--- src/design/keyed_table_insert_delete_search_defines.svh ---
// Assertion macros shared by the keyed table modules.
// Depends on nothing; users must have clk and arst_n in scope.

`ifndef KEYED_TABLE_INSERT_DELETE_SEARCH_DEFINES_SVH
`define KEYED_TABLE_INSERT_DELETE_SEARCH_DEFINES_SVH

`ifndef NO_ASSERTIONS

// Checked at every clock edge once reset has been released.
`define KT_ASSERT(label, prop, msg) \
	label: assert property (@(posedge clk) disable iff (!arst_n) prop) else $error(msg);

// Checked at every clock edge, reset included.
`define KT_ASSERT_ALWAYS(label, prop, msg) \
	label: assert property (@(posedge clk) prop) else $error(msg);

`else

`define KT_ASSERT(label, prop, msg)
`define KT_ASSERT_ALWAYS(label, prop, msg)

`endif

`endif

--- src/design/kt_pkg.sv ---
// Shared constants, codes and control types of the keyed table.
// Depends on nothing.

package kt_pkg;

	localparam int ENTRIES     = 16;
	localparam int KEY_BITS    = 64;
	localparam int VALUE_BITS  = 64;

	localparam int FIELD_BITS  = 64;
	localparam int OPCODE_BITS = 2;
	localparam int STATUS_BITS = 2;
	localparam int COUNT_BITS  = 5;

	localparam int CNT_W = $clog2(ENTRIES + 1);
	localparam int IDX_W = (ENTRIES > 1) ? $clog2(ENTRIES) : 1;

	typedef enum logic [OPCODE_BITS-1:0] {
		OP_INSERT = 2'd0,
		OP_DELETE = 2'd1,
		OP_SEARCH = 2'd2,
		OP_UPDATE = 2'd3
	} kt_op_t;

	typedef enum logic [STATUS_BITS-1:0] {
		ST_DONE = 2'd0,
		ST_FULL = 2'd1,
		ST_MISS = 2'd2
	} kt_status_t;

	typedef enum logic [2:0] {
		S_IDLE,
		S_DECODE,
		S_SCAN_RD,
		S_SCAN_CMP,
		S_SH_RD,
		S_SH_WR,
		S_FINISH
	} kt_state_t;

	typedef enum logic {
		RD_CUR,
		RD_NEXT
	} kt_rd_sel_t;

	typedef enum logic [1:0] {
		WR_APPEND,
		WR_REPLACE,
		WR_SHIFT
	} kt_wr_sel_t;

	typedef struct packed {
		logic       load;
		logic       idx_inc;
		logic       rd_en;
		kt_rd_sel_t rd_sel;
		logic       wr_en;
		kt_wr_sel_t wr_sel;
		logic       fill_inc;
		logic       fill_dec;
		logic       stat_wr;
		kt_status_t stat_code;
		logic       found_cap;
		logic       res_load;
	} kt_cmd_t;

	typedef struct packed {
		kt_op_t op;
		logic   full;
		logic   scan_end;
		logic   match;
		logic   shift_end;
	} kt_sts_t;

endpackage

--- src/design/kt_if.sv ---
// Valid/ready channel interfaces for the request and response items.
// Depends on kt_pkg.

interface kt_req_if import kt_pkg::*; ();
	logic                   valid;
	logic                   ready;
	logic [OPCODE_BITS-1:0] opcode;
	logic [FIELD_BITS-1:0]  lookup_key;
	logic [FIELD_BITS-1:0]  new_key;
	logic [FIELD_BITS-1:0]  entry_value;

	modport source (output valid, output opcode, output lookup_key, output new_key,
		output entry_value, input ready);
	modport sink (input valid, input opcode, input lookup_key, input new_key,
		input entry_value, output ready);
endinterface

interface kt_rsp_if import kt_pkg::*; ();
	logic                   valid;
	logic                   ready;
	logic [STATUS_BITS-1:0] status;
	logic [FIELD_BITS-1:0]  found_value;
	logic [COUNT_BITS-1:0]  entry_count;

	modport source (output valid, output status, output found_value, output entry_count,
		input ready);
	modport sink (input valid, input status, input found_value, input entry_count,
		output ready);
endinterface

--- src/design/kt_datapath.sv ---
// Datapath of the keyed table: key and value stores, fill count, scan index,
// match compare and result registers. Depends on kt_pkg and the defines header.

`include "keyed_table_insert_delete_search_defines.svh"

module kt_datapath import kt_pkg::*; (
	input  logic                   clk,
	input  logic                   arst_n,
	input  kt_cmd_t                cmd,
	output kt_sts_t                sts,
	input  logic [OPCODE_BITS-1:0] opcode,
	input  logic [FIELD_BITS-1:0]  lookup_key,
	input  logic [FIELD_BITS-1:0]  new_key,
	input  logic [FIELD_BITS-1:0]  entry_value,
	output logic [STATUS_BITS-1:0] status,
	output logic [FIELD_BITS-1:0]  found_value,
	output logic [COUNT_BITS-1:0]  entry_count
);

	logic [KEY_BITS-1:0]   key_mem [ENTRIES];
	logic [VALUE_BITS-1:0] val_mem [ENTRIES];

	kt_op_t                op_q;
	logic [KEY_BITS-1:0]   key_q;
	logic [KEY_BITS-1:0]   nkey_q;
	logic [VALUE_BITS-1:0] val_q;
	logic [KEY_BITS-1:0]   rd_key_q;
	logic [VALUE_BITS-1:0] rd_val_q;

	logic [CNT_W-1:0] fill_q;
	logic [CNT_W-1:0] idx_q;
	logic [CNT_W-1:0] next_idx;
	logic [CNT_W-1:0] rd_pos;
	logic [CNT_W-1:0] wr_pos;
	logic [KEY_BITS-1:0]   wr_key;
	logic [VALUE_BITS-1:0] wr_val;

	kt_status_t            pend_status_q;
	logic [VALUE_BITS-1:0] pend_found_q;
	kt_status_t            res_status_q;
	logic [VALUE_BITS-1:0] res_found_q;
	logic [CNT_W-1:0]      res_count_q;

	assign next_idx = idx_q + CNT_W'(1);
	assign rd_pos   = (cmd.rd_sel == RD_NEXT) ? next_idx : idx_q;

	always_comb begin
		case (cmd.wr_sel)
			WR_APPEND: begin
				wr_pos = fill_q;
				wr_key = key_q;
				wr_val = val_q;
			end
			WR_REPLACE: begin
				wr_pos = idx_q;
				wr_key = nkey_q;
				wr_val = val_q;
			end
			WR_SHIFT: begin
				wr_pos = idx_q;
				wr_key = rd_key_q;
				wr_val = rd_val_q;
			end
			default: begin
				wr_pos = idx_q;
				wr_key = rd_key_q;
				wr_val = rd_val_q;
			end
		endcase
	end

	always_ff @(posedge clk) begin
		if (cmd.wr_en) begin
			key_mem[wr_pos[IDX_W-1:0]] <= wr_key;
			val_mem[wr_pos[IDX_W-1:0]] <= wr_val;
		end
		if (cmd.rd_en) begin
			rd_key_q <= key_mem[rd_pos[IDX_W-1:0]];
			rd_val_q <= val_mem[rd_pos[IDX_W-1:0]];
		end
	end

	always_ff @(posedge clk) begin
		if (cmd.load) begin
			op_q          <= kt_op_t'(opcode);
			key_q         <= KEY_BITS'(lookup_key);
			nkey_q        <= KEY_BITS'(new_key);
			val_q         <= VALUE_BITS'(entry_value);
			pend_status_q <= ST_DONE;
			pend_found_q  <= '0;
		end else begin
			if (cmd.stat_wr) begin
				pend_status_q <= cmd.stat_code;
			end
			if (cmd.found_cap) begin
				pend_found_q <= rd_val_q;
			end
		end
		if (cmd.res_load) begin
			res_status_q <= pend_status_q;
			res_found_q  <= pend_found_q;
			res_count_q  <= fill_q;
		end
	end

	always_ff @(posedge clk or negedge arst_n) begin
		if (!arst_n) begin
			fill_q <= '0;
			idx_q  <= '0;
		end else begin
			if (cmd.load) begin
				idx_q <= '0;
			end else if (cmd.idx_inc) begin
				idx_q <= next_idx;
			end
			if (cmd.fill_inc) begin
				fill_q <= fill_q + CNT_W'(1);
			end else if (cmd.fill_dec) begin
				fill_q <= fill_q - CNT_W'(1);
			end
		end
	end

	assign sts.op        = op_q;
	assign sts.full      = (fill_q == CNT_W'(ENTRIES));
	assign sts.scan_end  = (idx_q >= fill_q);
	assign sts.match     = (rd_key_q == key_q);
	assign sts.shift_end = (next_idx >= fill_q);

	assign status      = res_status_q;
	assign found_value = FIELD_BITS'(res_found_q);
	assign entry_count = COUNT_BITS'(res_count_q);

	`KT_ASSERT(a_fill_range, fill_q <= CNT_W'(ENTRIES), "fill count above table size")
	`KT_ASSERT(a_read_in_use, cmd.rd_en |-> rd_pos < fill_q, "read outside the packed entries")
	`KT_ASSERT(a_write_in_range, cmd.wr_en |-> wr_pos <= fill_q && wr_pos < CNT_W'(ENTRIES), "write outside the table")
	`KT_ASSERT(a_dec_nonempty, cmd.fill_dec |-> fill_q != '0, "delete from an empty table")

endmodule

--- src/design/kt_ctrl.sv ---
// Controller of the keyed table: sequences scan, shift and writes, and owns
// the channel handshakes. Depends on kt_pkg and the defines header.

`include "keyed_table_insert_delete_search_defines.svh"

module kt_ctrl import kt_pkg::*; (
	input  logic    clk,
	input  logic    arst_n,
	input  logic    in_valid,
	output logic    in_ready,
	output logic    out_valid,
	input  logic    out_ready,
	input  kt_sts_t sts,
	output kt_cmd_t cmd
);

	kt_state_t state_q;
	kt_state_t state_d;
	logic      out_valid_q;
	logic      slot_free;

	assign slot_free = !out_valid_q || out_ready;

	always_comb begin
		state_d = state_q;
		unique case (state_q)
			S_IDLE: begin
				if (in_valid) begin
					state_d = S_DECODE;
				end
			end
			S_DECODE: begin
				state_d = (sts.op == OP_INSERT) ? S_FINISH : S_SCAN_RD;
			end
			S_SCAN_RD: begin
				state_d = sts.scan_end ? S_FINISH : S_SCAN_CMP;
			end
			S_SCAN_CMP: begin
				if (sts.match) begin
					state_d = (sts.op == OP_DELETE) ? S_SH_RD : S_FINISH;
				end else begin
					state_d = S_SCAN_RD;
				end
			end
			S_SH_RD: begin
				state_d = sts.shift_end ? S_FINISH : S_SH_WR;
			end
			S_SH_WR: begin
				state_d = S_SH_RD;
			end
			S_FINISH: begin
				if (slot_free) begin
					state_d = S_IDLE;
				end
			end
			default: begin
				state_d = S_IDLE;
			end
		endcase
	end

	always_comb begin
		cmd      = '0;
		in_ready = 1'b0;
		unique case (state_q)
			S_IDLE: begin
				in_ready = 1'b1;
				cmd.load = in_valid;
			end
			S_DECODE: begin
				if (sts.op == OP_INSERT) begin
					if (sts.full) begin
						cmd.stat_wr   = 1'b1;
						cmd.stat_code = ST_FULL;
					end else begin
						cmd.wr_en    = 1'b1;
						cmd.wr_sel   = WR_APPEND;
						cmd.fill_inc = 1'b1;
					end
				end
			end
			S_SCAN_RD: begin
				if (sts.scan_end) begin
					cmd.stat_wr   = 1'b1;
					cmd.stat_code = ST_MISS;
				end else begin
					cmd.rd_en  = 1'b1;
					cmd.rd_sel = RD_CUR;
				end
			end
			S_SCAN_CMP: begin
				if (sts.match) begin
					case (sts.op)
						OP_SEARCH: begin
							cmd.found_cap = 1'b1;
						end
						OP_UPDATE: begin
							cmd.wr_en  = 1'b1;
							cmd.wr_sel = WR_REPLACE;
						end
						default: begin
						end
					endcase
				end else begin
					cmd.idx_inc = 1'b1;
				end
			end
			S_SH_RD: begin
				if (sts.shift_end) begin
					cmd.fill_dec = 1'b1;
				end else begin
					cmd.rd_en  = 1'b1;
					cmd.rd_sel = RD_NEXT;
				end
			end
			S_SH_WR: begin
				cmd.wr_en   = 1'b1;
				cmd.wr_sel  = WR_SHIFT;
				cmd.idx_inc = 1'b1;
			end
			S_FINISH: begin
				cmd.res_load = slot_free;
			end
			default: begin
			end
		endcase
	end

	always_ff @(posedge clk or negedge arst_n) begin
		if (!arst_n) begin
			state_q     <= S_IDLE;
			out_valid_q <= 1'b0;
		end else begin
			state_q <= state_d;
			if (cmd.res_load) begin
				out_valid_q <= 1'b1;
			end else if (out_ready) begin
				out_valid_q <= 1'b0;
			end
		end
	end

	assign out_valid = out_valid_q;

	`KT_ASSERT(a_no_overwrite, cmd.res_load |-> !out_valid_q || out_ready, "result overwritten before taken")
	`KT_ASSERT(a_accept_decodes, in_valid && in_ready |=> state_q == S_DECODE, "accepted item not decoded")
	`KT_ASSERT(a_shift_order, state_q == S_SH_WR |-> $past(state_q) == S_SH_RD, "shift write without a read")

endmodule

--- src/design/keyed_table_insert_delete_search.sv ---
// Top level of the keyed table: joins controller and datapath to the channels.
// Depends on kt_pkg, kt_if, kt_ctrl and kt_datapath.

// A packed key/value table of ENTRIES entries, empty after reset, handling one
// request item at a time and returning exactly one response item for each.
// Insert appends the new entry after the packed entries without a scan.
// Delete, search and update scan the entries in order through the single read
// port of the stores, a read and a compare per entry, and delete then moves the
// later entries down, a read and a write per entry. A finished response waits in
// an output register, so a new item is accepted while it is still not taken.

module keyed_table_insert_delete_search import kt_pkg::*; (
	input logic        clk,
	input logic        arst_n,
	kt_req_if.sink     req,
	kt_rsp_if.source   rsp
);

	kt_cmd_t cmd;
	kt_sts_t sts;
	logic    in_ready;
	logic    out_valid;

	kt_ctrl u_ctrl (
		.clk       (clk),
		.arst_n    (arst_n),
		.in_valid  (req.valid),
		.in_ready  (in_ready),
		.out_valid (out_valid),
		.out_ready (rsp.ready),
		.sts       (sts),
		.cmd       (cmd)
	);

	kt_datapath u_datapath (
		.clk         (clk),
		.arst_n      (arst_n),
		.cmd         (cmd),
		.sts         (sts),
		.opcode      (req.opcode),
		.lookup_key  (req.lookup_key),
		.new_key     (req.new_key),
		.entry_value (req.entry_value),
		.status      (rsp.status),
		.found_value (rsp.found_value),
		.entry_count (rsp.entry_count)
	);

	assign req.ready = in_ready;
	assign rsp.valid = out_valid;

endmodule
--- src/flat_wrapper.sv ---
// flat-port wrapper written by rule: the top's interface ports become plain ports
module keyed_table_insert_delete_search_flat import kt_pkg::*;
  (clk, arst_n, req_valid, req_opcode, req_lookup_key, req_new_key, req_entry_value, req_ready, rsp_valid, rsp_status, rsp_found_value, rsp_entry_count, rsp_ready);
  kt_req_if req_i ();
  kt_rsp_if rsp_i ();
  input logic clk;
  input logic arst_n;
  input wire logic [$bits(req_i.valid)-1:0] req_valid;
  input wire logic [$bits(req_i.opcode)-1:0] req_opcode;
  input wire logic [$bits(req_i.lookup_key)-1:0] req_lookup_key;
  input wire logic [$bits(req_i.new_key)-1:0] req_new_key;
  input wire logic [$bits(req_i.entry_value)-1:0] req_entry_value;
  output wire logic [$bits(req_i.ready)-1:0] req_ready;
  output wire logic [$bits(rsp_i.valid)-1:0] rsp_valid;
  output wire logic [$bits(rsp_i.status)-1:0] rsp_status;
  output wire logic [$bits(rsp_i.found_value)-1:0] rsp_found_value;
  output wire logic [$bits(rsp_i.entry_count)-1:0] rsp_entry_count;
  input wire logic [$bits(rsp_i.ready)-1:0] rsp_ready;
  assign req_i.valid = req_valid;
  assign req_i.opcode = req_opcode;
  assign req_i.lookup_key = req_lookup_key;
  assign req_i.new_key = req_new_key;
  assign req_i.entry_value = req_entry_value;
  assign req_ready = req_i.ready;
  assign rsp_valid = rsp_i.valid;
  assign rsp_status = rsp_i.status;
  assign rsp_found_value = rsp_i.found_value;
  assign rsp_entry_count = rsp_i.entry_count;
  assign rsp_i.ready = rsp_ready;
  keyed_table_insert_delete_search u_core (.clk(clk), .arst_n(arst_n), .req(req_i), .rsp(rsp_i));
endmodule
--- config.mk ---
export PLATFORM = sky130hd
export DESIGN_NAME = keyed_table_insert_delete_search_flat
export DESIGN_NICKNAME = d
export VERILOG_FILES = /design/src/design/kt_pkg.sv /design/src/design/kt_if.sv /design/src/design/kt_datapath.sv /design/src/design/kt_ctrl.sv /design/src/design/keyed_table_insert_delete_search.sv /design/src/flat_wrapper.sv
export VERILOG_INCLUDE_DIRS = /design/src /design/src/design
export SDC_FILE = /design/constraint.sdc
export NUM_CORES = 2
export LEC_CHECK = 0
export BUFFER_PORTS_ARGS = -buffer_cell sky130_fd_sc_hd__buf_2
export CELL_PAD_IN_SITES_DETAIL_PLACEMENT = 1
export CELL_PAD_IN_SITES_GLOBAL_PLACEMENT = 1
export CORE_UTILIZATION = 50
export CTS_CLUSTER_DIAMETER = 80
export DETAILED_ROUTE_END_ITERATION = 16
export PLACE_DENSITY = 0.81
export SETUP_SLACK_MARGIN = 0.5
export SYNTH_ARGS = -nofsm -noshare
export SYNTH_HDL_FRONTEND = slang
export SYNTH_SLANG_ARGS = --single-unit
export TNS_END_PERCENT = 30
--- constraint.sdc ---
create_clock -name clk -period 17.5 [get_ports clk]
set_input_delay 4.375 -clock clk [delete_from_list [all_inputs] [get_ports clk]]
set_output_delay 4.375 -clock clk [all_outputs]
set_load 0.02 [all_outputs]
==> metrics <==
Max Cap Viol 0; final cycle utilization of the critical path about two fifths; critical path cell sequence buf_4, inv_1, nor2_1, nand2_1, xnor2_1, ha_1, a211o_1, a31oi_1, o21ai_1, buf_4, mux2_8, buf_4, buf_4, buf_4, nand3_1, a32oi_1, nand3_1; global-route wire length before repair approximately 440000 um; Hold Crit Class reg2reg; outcome finished clean; DR WL/cell about 30 um; unrepaired setup endpoints after global routing no; Die Height approximately 450 um; port bufs between 200 and 300; top post-synthesis cells by area edfxtp_1, nand2_1, nand3_1; worst slew pin tran roughly 1.4 ns; Setup crit end kind register; gr usage total between 20% and 30%; slowest cell on the critical path buf_4; Req. time, crit path around 18 ns; CTS tree done; Placeable Area a little under 0.2 mm^2; cell area power density approximately 160 mW/mm^2; type of origin of the critical path register; TNS Setup 0 ns; placed standard-cell area roughly 0.10 mm^2; syn nets just over 7000; CP arrival 7.98 ns; top cells by count, synth edfxtp_1, nand2_1, nand3_1; worst-case vdd ir drop 0.155 mV; met3 Usage GRT about 4.6%; clk_lat worst skew 0.95 ns; final setup margin between 10 and 15 ns; total chip power 17.8 mW; Final HPWL DP 156000 um; CTS Root Cell clkbuf_16; share of layout cells above drive strength 1 between 10 and 15%; die area roughly 0.20 mm^2; initial antenna violation count 5; die width between 400 and 500 um; library cells used by synthesis 52; Post-synth EDFFs 2441; CP max stage delay ~0.9 ns; setup repair bufs after CTS 0; first-pass detailed-route iteration total 5; Synth Cell Area 0.0983 mm^2; GR Util met1 36.3%; vias 62200; Syn-to-layout area delta 12.7%; dpl ws roughly 9.5 ns; initial DRC count 6752; Worst path top cell family by delay buffers and inverters; Synth area leader edfxtp_1; flops & latches, synth around 2500; Rel. slew slack roughly a tenth; fin nets roughly 7400; count leader, synth edfxtp_1; Clock Skew approximately 0.050 ns; CTS Hold Bufs 0; clock slew at reported path FFs 0.07 ns; Final ANT Viol Nets 0; most frequent CP cell buf_4; design area between 0.1 and 0.15 mm^2; CP max FO 96; Leak about 39 nW; vias in the first global route ~66000; # clock sinks 2521; FMAX 136 MHz; Max Root-Sink Buffers 4; total wire length approximately 300000 um; Ports 271; min cycle time layout 7.33 ns; Final Setup Violations 0; CP Class reg2reg; busiest grt layer met2; GRT met2 Usage around half; Final Hold Fails 0; CTS Buf Count 277; top-area cell type share of the netlist area about three quarters; total gr overflow 0; DRC 0; via/cell ratio ~6.2; H-tree depth 5; Pins Over Slew Limit 0; async set or reset register ratio after synthesis less than 1%; Finished Layout Cells approximately 10000; post-CTS sizing 0; sequential fraction of the synthesis area between 70% and 80%; placed cells around 9500; yosys warns 0; CP Buf/Inv Count 6; placer congestion estimate 0.785; Post-Syn Instances 6908; synthesized area per cell roughly 14 um^2; Synth Flop Type edfxtp_1; largest net degree at the start of global routing 189; Rows between 150 and 200; initial core utilization between 50% and 60%
## cell families (layout without fill, tap and decap cells)
kind of cell | after synthesis | count (layout) | share of synthesized area (%)
compound gates | 257 | 257 | 2.02
xor+xnor | 77 | 77 | 0.728
fa+ha+maj | 15 | 15 | 0.199
buf+inv | 419 | 846 | 1.94
flops | 2521 | 2521 | 76.3
mux | 499 | 499 | 5.36
other cells | 0 | 1 | 0
simple gates | 3120 | 3120 | 13.5
## power breakdown
part           switching [mW]  total, mW  internal (mW)  leakage, nW
Sequential              0.255       7.51           7.26         22.8
Combinational            3.38       4.68           1.30         11.9
Clock                    2.32       5.62           3.29         4.17
## flip-flops by register name (all words and copies together), names as in the netlist
name,count
u_core.u_datapath.val_q,64
u_core.u_datapath.fill_q,5
u_core.u_datapath.pend_status_q,2
u_core.u_datapath.found_value,64
u_core.u_datapath.status,2
u_core.u_datapath.key_mem,1024
u_core.u_ctrl.state_q,3
u_core.u_datapath.nkey_q,64
u_core.u_datapath.entry_count,5
u_core.u_datapath.rd_key_q,64
u_core.u_datapath.val_mem,1024
u_core.u_datapath.rd_val_q,64
u_core.u_datapath.pend_found_q,64
u_core.u_ctrl.out_valid,1
u_core.u_datapath.idx_q,5
u_core.u_datapath.key_q,64
u_core.u_datapath.op_q,2
## worst reg2reg max path: cells and delay by family (launching register included)
family          cells  cell delay, ns
compound gates      4            0.93
xor+xnor            1            0.18
fa+ha+maj           1            0.23
buf+inv             6            3.63
flops               1            0.34
mux                 1            0.76
simple gates        4            0.97
## per-layer routing
layer / share of wire, % / wire length (um)
met4: 6.0 / 18300
met3: 7.7 / 23300
met2: 50 / 151000
met5: 0.0076 / 23
met1: 36 / 110000
## placed cells by master, fill, tap and decap left out, types with 12 or more instances in the layout
cell,netlist,final
nor2_4,0,20
nand2_1,1856,1855
dfrtp_1,14,13
nor4_1,20,18
buf_2,187,270
edfxtp_1,2441,2441
ha_1,14,14
o21ai_0,12,12
mux2i_1,475,475
nor2_1,96,78
clkbuf_16,0,287
a32oi_1,125,125
clkinv_2,0,36
clkbuf_1,195,67
nand3_1,1112,1112
bufinv_16,0,18
a21oi_1,28,25
xor2_1,69,69
a22oi_1,64,64
dfxtp_1,66,66
clkinv_1,0,34
mux4_2,21,21
buf_4,2,94
## worst paths after layout
path	end	cells after the start	slack, ns	startpoint
setup / recovery	u_core.u_datapath.rd_val_q[51]$_DFFE_PP_	17	10.17	u_core.u_datapath.idx_q[1]$_DFFE_PN0P_
hold / removal	u_core.u_datapath.found_value[10]$_DFFE_PP_	0	0.43	u_core.u_datapath.pend_found_q[10]$_SDFFE_PP0P_
setup reg to reg	u_core.u_datapath.rd_val_q[51]$_DFFE_PP_	17	10.17	u_core.u_datapath.idx_q[1]$_DFFE_PN0P_
hold reg to reg	u_core.u_datapath.found_value[10]$_DFFE_PP_	0	0.43	u_core.u_datapath.pend_found_q[10]$_SDFFE_PP0P_
max in group asynchronous	u_core.u_datapath.idx_q[1]$_DFFE_PN0P_	1	13.76	arst_n
min in group asynchronous	u_core.u_ctrl.out_valid$_DFFE_PN0P_	1	3.38	arst_n
## metrics by stage
step,utilization (%),hold slack (ns)
4_1_cts,56.7,0.432
3_5_place_dp,52.4,0.417
2_1_floorplan,-,0.408
6_report,56.7,0.433
5_1_grt,56.7,0.443
3_3_place_gp,52.4,0.416
## final cells by class
cell class	count	area, um^2
repair buffers	375	2280
inverters	9	41.3
well taps	2624	3280
clock buffers	364	7570
diodes	1	2.50
clock inverters	98	933
fillers	18400	84400
multi-input cells	3968	21700
flip-flops and latches	2521	75000
No activity file was read; power rests on OpenSTA's default activity.
